`src/design/mpq_pkg.sv`:
```
// Shared types and codes for the max priority queue.
package mpq_pkg;

	localparam int ID_W    = 16;
	localparam int SCORE_W = 10;
	localparam int TAG_W   = 16;

	typedef enum logic [1:0] {
		OP_PUSH = 2'd0,
		OP_PEEK = 2'd1,
		OP_POP  = 2'd2,
		OP_LOAD = 2'd3
	} opcode_t;

	typedef enum logic [1:0] {
		ST_TOP   = 2'd0,
		ST_EMPTY = 2'd1,
		ST_FULL  = 2'd2
	} status_t;

	typedef struct packed {
		logic [ID_W-1:0]    id;
		logic [SCORE_W-1:0] score;
		logic [TAG_W-1:0]   tag;
	} entry_t;

	// Broadcast to every cell in the row.
	typedef struct packed {
		logic   push;
		logic   pop;
		entry_t ent;
	} cell_cmd_t;

	// Slot contents handed between neighboring cells.
	typedef struct packed {
		logic   vld;
		entry_t ent;
	} slot_t;

	// True when a ranks strictly above b.
	function automatic logic beats(entry_t a, entry_t b);
		logic r;
		if (a.score != b.score) begin
			r = a.score > b.score;
		end else begin
			r = a.id < b.id;
		end
		return r;
	endfunction

endpackage

```
`src/design/mpq_cell.sv`:
```
// One slot of the sorted queue row; cell 0 holds the top entry.
module mpq_cell (
	input  logic               clk,
	input  logic               arst_n,
	input  mpq_pkg::cell_cmd_t cmd,
	input  mpq_pkg::slot_t     left,
	input  logic               left_gt,
	input  mpq_pkg::slot_t     right,
	output mpq_pkg::slot_t     slot,
	output logic               gt,
	output mpq_pkg::slot_t     slot_nxt
);

	logic            vld_q;
	mpq_pkg::entry_t ent_q;

	// Empty slots always yield, so gt is a monotone mask across the row.
	assign gt = !vld_q || mpq_pkg::beats(cmd.ent, ent_q);

	assign slot.vld = vld_q;
	assign slot.ent = ent_q;

	always_comb begin
		slot_nxt.vld = vld_q;
		slot_nxt.ent = ent_q;
		if (cmd.push && gt) begin
			if (left_gt) begin
				slot_nxt = left;
			end else begin
				slot_nxt.vld = 1'b1;
				slot_nxt.ent = cmd.ent;
			end
		end else if (cmd.pop) begin
			slot_nxt = right;
		end
	end

	always_ff @(posedge clk or negedge arst_n) begin
		if (!arst_n) begin
			vld_q <= 1'b0;
		end else begin
			vld_q <= slot_nxt.vld;
		end
	end

	always_ff @(posedge clk) begin
		ent_q <= slot_nxt.ent;
	end

endmodule

```
`config.mk`:
```
export PLATFORM = sky130hd
export DESIGN_NAME = mpq_cell
export DESIGN_NICKNAME = d
export VERILOG_FILES = /design/src/design/mpq_pkg.sv /design/src/design/mpq_cell.sv
export SDC_FILE = /design/constraint.sdc
export NUM_CORES = 1
export LEC_CHECK = 0
export BUFFER_PORTS_ARGS = -buffer_cell sky130_fd_sc_hd__clkbuf_2
export CELL_PAD_IN_SITES_DETAIL_PLACEMENT = 0
export CELL_PAD_IN_SITES_GLOBAL_PLACEMENT = 1
export CORE_UTILIZATION = 31
export CTS_CLUSTER_SIZE = 8
export DETAILED_ROUTE_END_ITERATION = 16
export PLACE_DENSITY = 0.87
export SLEW_MARGIN = 20
export SYNTH_ARGS = -nofsm -noshare
export SYNTH_HDL_FRONTEND = slang
export SYNTH_SLANG_ARGS = --single-unit
```
`constraint.sdc`:
```
create_clock -name clk -period 8 [get_ports clk]
set_clock_uncertainty 0.15 [all_clocks]
set_input_delay 1.6 -clock clk [delete_from_list [all_inputs] [get_ports clk]]
set_output_delay 1.6 -clock clk [all_outputs]
set_load 0.01 [all_outputs]
```
==> results of run 1 <==
-- cells in the final DEF (no fill, tap or decap), types with 3 or more instances in the layout --
cell type,n
buf_4,3
clkbuf_8,5
dfxtp_1,42
mux2i_1,128
nand2_1,5
clkbuf_2,219
o21ai_0,5
a21oi_1,6
a211oi_1,4
ha_1,25
nand4_1,4
inv_1,29
-- stage by stage --
step | total power, mW | cell area [um2] | worst slack [ps] | util, % | hold slack [ps]
6_report | 0.9086 | 4187 | 1786 | 45.52 | 436.4
5_1_grt | 0.9783 | 4187 | 1487 | 45.52 | 465.3
4_1_cts | 0.9268 | 4187 | 1734 | 45.52 | 440.0
3_5_place_dp | 0.7759 | 4098 | 1738 | 44.56 | 425.6
3_3_place_gp | 0.7691 | 4098 | 1873 | 44.56 | 410.1
2_1_floorplan | 0.5849 | 2930 | 2770 | - | 506.2
-- per-layer routing --
layer	GRT usage, %	vias up	part of all wire [%]
met3	3.935	7	7.4
met5	0	-	0
met4	4.299	0	1.0
met1	18.28	1254	40
met2	31.41	129	51
li1	-	1430	-
-- worst register-to-register path, cell delays in order, from the launching register on --
cell and delay (ps):
dfxtp_1 390, inv_1 60, ha_1 280, nand4_1 110, or3_1 420, a2111oi_2 290, o32ai_2 160, nand2_2 450
buf_4 530, mux2i_1 330
-- cells by family after synthesis --
group                    Yosys count
multiplexers                     128
AND/OR/NAND/NOR                   17
flip-flops                        43
adder cells (fa/ha/maj)           25
buffers and inverters             44
AO/OA/AOI/OAI                     22
-- path summary, 6_finish.rpt --
| kind | from | to | slack (ps) | cells past startpoint |
|---|---|---|---|---|
| worst max-delay path | cmd[40] | slot_nxt[34] | 1790 | 10 |
| worst min-delay path | slot[14] | slot[14] | 440 | 2 |
| worst max register to register | slot[41] | slot[34] | 4750 | 9 |
| worst min register to register | slot[14] | slot[14] | 440 | 2 |
| max in group asynchronous | arst_n | vld_q | 6710 | 1 |
| min in group asynchronous | arst_n | vld_q | 900 | 1 |
-- sequential cells by signal, summed over array words and instances (netlist names) --
name,count
slot,42
vld_q,1
-- power by group --
part           switching (mW)  total, mW  internal, mW
combinational           0.243      0.449         0.206
clock                  0.0831      0.144        0.0609
sequential             0.0422      0.316         0.273
-- area by class of cell --
class                   instances  area (um2)
clock inverters                 3       20.02
clock buffers                   5       68.82
repair buffers                222        1119
fillers                       910        5010
flip-flops and latches         43       865.8
inverters                      29       108.9
multi-input cells             192        1866
well taps                     111       138.9
==> flow_summary.yaml, run 1 <==
status:
  status: "completed"
power_and_ir_drop:
  power.leakage_nw: 2.564
  ir_worst_vdd_mv: 0.09799
  pwr_density_cell_nw_per_um2: 217.0
critical_path:
  required_ps: 6250
  cp-end-kind: "output pin"
  crit_slowest_cell: "buf_4"
  crit_buf_inv: 3
  cpLargestDelayFamily: "simple AND/OR/NAND/NOR gates"
  path_max_fanout: 26
  path_cells: "clkbuf_2, ha_1, nand4_1, or3_1, a2111oi_2, o32ai_2, nand2_2, buf_4, mux2i_1, clkbuf_2"
  cp_slowest_stage_delay_ps: 530
  worstSetupPathType: "in2out"
  critical_path.most_common_cell: "clkbuf_2"
  worst_setup_path_start_kind: "input port"
  arrival_ps: 4460
clock_network:
  cts.sinks: 43
  numCtsBuffers: 5
  tritoncts: "yes"
  htree_levels: 2
  cts-resized-gates: 0
  ctsHoldBuffers: 0
  cts.path.max_buffers: 2
  postCtsSetupBuffers: 0
  clk_latency_ps: 300
  cts.clk_slew.worst_paths_ps: 90
  cts_root_buf: "clkbuf_8"
synth:
  synth_nets: 437
  muxShareOfSynthArea_pct: 43.72
  synth_edf_count: 0
  synthXorXnorAreaFrac_pct: 0
  synth_top_family_by_area: "multiplexers"
  synthCells: 279
  async_flop_share_pct: 2.326
  yosys.area_share.simple_pct: 3.459
  synth_most_common_cell: "mux2i_1"
  netlist_area_um2: 2930
  ys_warn_count: 0
  netlist.area_leader.share_pct: 43.72
  synth_ff_type: "dfxtp_1"
  yosys.area_share.adder_pct: 10.67
  synth_area_per_cell_um2: 10.50
  synth_common_cells: "mux2i_1 (128), dfxtp_1 (42), inv_1 (29), ha_1 (25), clkbuf_1 (10)"
  synth_seq_cells: 43
  netlist_top_cells_area: "mux2i_1 (44%), dfxtp_1 (29%), ha_1 (11%)"
  yosysTopAreaCell: "mux2i_1"
  yosysUniqueCellTypes: 25
  synth_compound_area_share_pct: 5.807
  yosysSeqAreaShare_pct: 29.55
die:
  fp.dieH_um: 99.23
  core_um2: 9196
  die_w_um: 99.23
  start_util_pct: 31.86
  die-area_um2: 9846
  io_pins: 220
  fp-row-count: 35
final_layout:
  diodes: 0
  layout-drive-gt1-share_pct: 47.57
  final_nets: 651
  syn2layout_area_growth_pct: 42.87
  fin_cells: 605
timing:
  rsz0062_at_grt: "no"
  period_needed_ps: 6214
  tns_ps: 0
  slew_viol_final: 0
  hold_violations: 0
  max-slew-margin-rel_pct: 49.09
  max_freq_mhz: 160.9
  fin_crit_sh_pct: 77.68
  worst_pin_slew_ps: 763.7
  setup_viol: 0
grt:
  grt_max_degree: 44
  track_usage_pct: 16.52
  grt-ovfl-total: 0
  grt_pass1_vias: 2820
  antenna_found_initial: 0
  grt_pass1_wl_mm: 12.99
hold_path:
  hold_path_class: "reg2reg"
drt:
  drc: 0
  ant_nets: 0
  vias: 2820
  via_per_inst: 4.661
  wire_per_inst_um: 13.87
  dr.pass1.iters: 4
  totalWireLength_mm: 8.394
  drt_iter0_drc: 33
run:
  cap_violations: 0
place:
  place_congestion: 0.7275
  port-buffer-count: 219
  dp_hpwl_mm: 6.890
  dp.cells: 597
(Power assumes the default switching activity.)
==> run 2: changes to the inputs <==
- ABC_AREA: default -> 1
- CORE_UTILIZATION: 31 -> 25
- PLACE_DENSITY: 0.87 -> 0.77
- clock period: 8 -> 5.6 ns (I/O delays scaled with it)
==> flow_summary.yaml, run 2 <==
status:
  status: "completed"
die:
  start_util_pct: 25.97
  fp.dieH_um: 114.6
  io_pins: 220
  die_w_um: 114.6
  die-area_um2: 13140
  fp-row-count: 40
  core_um2: 12210
clock_network:
  clk_latency_ps: 300
  cts.path.max_buffers: 2
  postCtsSetupBuffers: 0
  cts-resized-gates: 0
  htree_levels: 2
  cts.clk_slew.worst_paths_ps: 70
  tritoncts: "yes"
  cts_root_buf: "clkbuf_16"
  numCtsBuffers: 5
  cts.sinks: 43
  ctsHoldBuffers: 0
critical_path:
  r2r_cells: 13
  worstSetupPathType: "in2out"
  cp-end-kind: "output pin"
  path_max_fanout: 43
  r2r_slack_ps: 3120
  r2r-end: "slot[41]"
  worst_setup_path_start_kind: "input port"
  crit_start: "cmd[21]"
  arrival_ps: 3180
  r2r_start: "slot[21]"
  required_ps: 4330
timing:
  slew_viol_final: 0
  fin_crit_sh_pct: 79.46
  max_freq_mhz: 224.7
  setup_viol: 0
  hold_violations: 0
  worst_pin_slew_ps: 1047
  rsz0062_at_grt: "no"
  tns_ps: 0
  period_needed_ps: 4450
  max-slew-margin-rel_pct: 30.20
synth:
  synth_edf_count: 0
  yosysSeqAreaShare_pct: 27.30
  netlist_top_cells_area: "dfxtp_1 (27%), mux2_2 (21%), nand2_1 (17%)"
  netlist.area_leader.share_pct: 26.51
  synth_seq_cells: 43
  async_flop_share_pct: 2.326
  synth_common_cells: "nand2_1 (141), mux2_2 (58), nand3_1 (46), dfxtp_1 (42), inv_1 (37)"
  synth_nets: 587
  synth_area_per_cell_um2: 7.393
  netlist_area_um2: 3172
  synth_most_common_cell: "nand2_1"
  synthCells: 429
  yosysUniqueCellTypes: 25
  yosysTopAreaCell: "dfxtp_1"
  synth_ff_type: "dfxtp_1"
  ys_warn_count: 0
drt:
  via_per_inst: 4.378
  totalWireLength_mm: 10.34
  ant_nets: 0
  drt_iter0_drc: 188
  drc: 0
  dr.pass1.iters: 4
  vias: 3511
  wire_per_inst_um: 12.90
power_and_ir_drop:
  power.total_mw: 1.374
  ir_worst_vdd_mv: 0.1720
  pwr_density_cell_nw_per_um2: 303.4
  power.leakage_nw: 2.563
place:
  dp_hpwl_mm: 8.030
  port-buffer-count: 219
  place_congestion: 0.7234
final_layout:
  fillers: 1340
  layout_commonest_cell: "clkbuf_2"
  mostFrequentLayoutCells: "clkbuf_2 (218), nand2_1 (141), mux2_2 (58)"
  final_nets: 791
  syn2layout_area_growth_pct: 42.76
  largest_reg_flops: 42
  diodes: 0
  layout-drive-gt1-share_pct: 46.53
grt:
  grt-ovfl-total: 0
  grt_pass1_vias: 3365
  track_usage_pct: 15.69
  grt_pass1_wl_mm: 15.93
  antenna_found_initial: 0
  grt_max_degree: 46
hold_path:
  hold_path_class: "in2async"
run:
  cap_violations: 0
[run 2: cell count changes after synthesis, moves of 3 or more]
cell      before  now
buf_4          1    5
mux2i_1      128    0
mux2_2         0   58
nor2_1         0    5
nand2_1        5  141
nand4_1        4    1
clkbuf_1      10   14
nand3_1        0   46
inv_1         29   37
a211oi_1       4    0
o21ai_0        5   28
[run 2: layout make-up]
type	count	area (um2)	share of cell area, %
multi-input cells	322	2014	44.49
repair buffers	223	1126	24.87
flip-flops and latches	43	865.8	19.12
well taps	168	210.2	4.642
inverters	38	142.6	3.150
clock buffers	5	125.1	2.763
clock inverters	3	43.79	0.9671
[run 2: cells by family (layout without fill, tap and decap cells)]
kind of cell / after synthesis / after routing / share of synthesized area, %
simple gates: 199 / 199 / 26.39
mux: 58 / 58 / 20.59
flops: 43 / 43 / 27.30
buf+inv: 64 / 269 / 9.191
compound gates: 40 / 40 / 6.667
fa+ha+maj: 25 / 25 / 9.862
[run 2: worst max-delay path, cell delays in order]
cell      delay (ps)
clkbuf_2          90
ha_1             290
nand2_1           80
nor2_2           160
nand4_2          160
clkinv_1          80
nand2_1           40
nor2_1            80
nand2_1           90
nand2_4          220
nand2_4          340
nand2_1          160
nand2_1           90
clkbuf_2         130
[run 2: how the worst max path moves through the flow]
stage | end | slack [ps] | depth (start not counted)
finish | slot_nxt[41] | 1150 | 14
global placement | slot_nxt[1] | 1100 | 14
global route | slot_nxt[35] | 950 | 14
detailed placement | slot_nxt[17] | 1120 | 14
CTS | slot_nxt[29] | 1120 | 14
floorplan | slot_nxt[33] | 1890 | 12
[run 2: power by group]
part,switching [mW],internal (mW)
Combinational,0.354,0.256
Clock,0.139,0.211
Sequential,0.0368,0.377
[run 2: routing by layer]
metal / share of wire [%] / wire, um / vias up / global-route usage [%]
li1: - / - / 1818 / -
met1: 44 / 4539 / 1528 / 18.90
met2: 48 / 4974 / 155 / 27.64
met3: 6.6 / 684 / 10 / 3.229
met4: 1.4 / 146 / 0 / 5.281
met5: 0 / 0 / - / 0
[run 2: per-stage QoR]
stage          setup slack (ps)  hold slack, ps  instance area [um2]  cells  utilization (%)
2_1_floorplan              1894           518.6                 3172    429                -
3_3_place_gp               1100           426.1                 4359    794            35.70
3_5_place_dp               1118           434.9                 4359    794            35.70
4_1_cts                    1115           419.5                 4528    802            37.08
5_1_grt                   949.0           421.7                 4528    802            37.08
6_report                   1150           434.5                 4528    802            37.08
==> run 3: changes to the inputs <==
- CORE_UTILIZATION: 25 -> 28
- PLACE_DENSITY: 0.77 -> 0.82
- clock period: 5.6 -> 4.1 ns (I/O delays scaled with it)
==> flow_summary.yaml, run 3 (synthesis results as in run 2) <==
place:
  place_ws_ps: 218.2
  place_congestion: 0.7941
  dp.cells: 767
  dp_hpwl_mm: 8.050
  port-buffer-count: 219
  place_area_um2: 4357
drt:
  totalWireLength_mm: 10.46
  ant_nets: 0
  via_per_inst: 4.597
  vias: 3563
  dr.pass1.iters: 4
  drt_iter0_drc: 153
  drc: 0
  wire_per_inst_um: 13.50
final_layout:
  finish.instance_area_um2: 4531
  mostFrequentLayoutCells: "clkbuf_2 (219), nand2_1 (141), mux2_2 (58)"
  final_nets: 792
  diodes: 0
  utilization_pct: 41.43
  largest_reg_flops: 42
  layout_commonest_cell: "clkbuf_2"
  fin_cells: 775
  fillers: 1145
  syn2layout_area_growth_pct: 42.84
  layout-drive-gt1-share_pct: 46.61
clock_network:
  postCtsSetupBuffers: 0
  cts.clk_slew.worst_paths_ps: 60
  ctsHoldBuffers: 0
  clk_latency_ps: 290
  tritoncts: "yes"
  cts.path.max_buffers: 2
  htree_levels: 2
  cts-resized-gates: 0
  numCtsBuffers: 5
  cts_root_buf: "clkbuf_16"
  cts.sinks: 43
hold_path:
  hold_path_class: "in2async"
timing:
  rsz0062_at_grt: "no"
  max_freq_mhz: 262.2
  hold_slack_ps: 139.2
  worst_pin_slew_ps: 736.6
  slew_viol_final: 0
  period_needed_ps: 3814
  setup_viol: 0
  worst_slack_ps: 285.7
  hold_violations: 0
  max-slew-margin-rel_pct: 50.89
  tns_ps: 0
  fin_crit_sh_pct: 93.03
grt:
  grt_max_degree: 44
  grt_pass1_vias: 3399
  grt_pass1_wl_mm: 16.01
  track_usage_pct: 17.53
  antenna_found_initial: 0
  grt-ovfl-total: 0
power_and_ir_drop:
  power.total_mw: 1.891
  pwr_density_cell_nw_per_um2: 417.3
  ir_worst_vdd_mv: 0.1891
  power.leakage_nw: 2.580
run:
  cap_violations: 0
critical_path:
  cp-end-kind: "output pin"
  arrival_ps: 2840
  required_ps: 3130
  worstSetupPathType: "in2out"
  path_max_fanout: 43
  worst_setup_path_start_kind: "input port"
die:
  start_util_pct: 29.00
  fp.dieH_um: 108.4
  io_pins: 220
  core_um2: 10940
  die_w_um: 108.4
  fp-row-count: 38
  die-area_um2: 11760
status:
  status: "completed"
[run 3: cell count changes in the layout (fill, tap and decap cells not counted), sizes merged]
cell,delta
clkinv,-1
clkbuf,+2
[run 3: path summary, 6_finish.rpt]
check	slack (ps)	from	endpoint	cells after the start
min	140	arst_n	vld_q	1
min in group clk	450	slot[28]	slot[28]	4
max in group asynchronous	3570	arst_n	vld_q	1
min reg2reg	450	slot[28]	slot[28]	4
max	290	cmd[25]	slot_nxt[24]	11
max reg2reg	1660	slot[25]	slot[24]	13
[run 3: worst max-delay path: stages]
cell and delay, ps:
clkbuf_2 100, ha_1 290, nand2_1 80, nor2_2 160
nand4_2 140, a21oi_2 240, nand2_4 180, nand2_4 420
nand2_1 110, nand2_1 110, clkbuf_2 140
[run 3: power by group]
part	total, mW	switching, mW	internal [mW]
registers	0.565	0.0500	0.515
logic	0.838	0.486	0.352
clock network	0.487	0.184	0.304
total	1.89	0.720	1.17
[run 3: final cells by class]
class / instances / area, um2 / area share [%]
inverters: 38 / 142.6 / 3.148
clock buffers: 6 / 138.9 / 3.065
clock inverters: 2 / 35.03 / 0.7733
well taps: 140 / 175.2 / 3.866
repair buffers: 224 / 1159 / 25.57
multi-input cells: 322 / 2014 / 44.46
flip-flops and latches: 43 / 865.8 / 19.11
[run 3: layer usage]
layer  up-vias  global-route usage (%)  share of wire (%)  routed length (um)
li1       1823                       -                  -                   -
met1      1566                   20.24                 42                4393
met2       158                   30.24                 48                4970
met3        16                   4.641                8.3                 869
met4         0                   7.625                2.2                 230
met5         -                       0                  0                   0
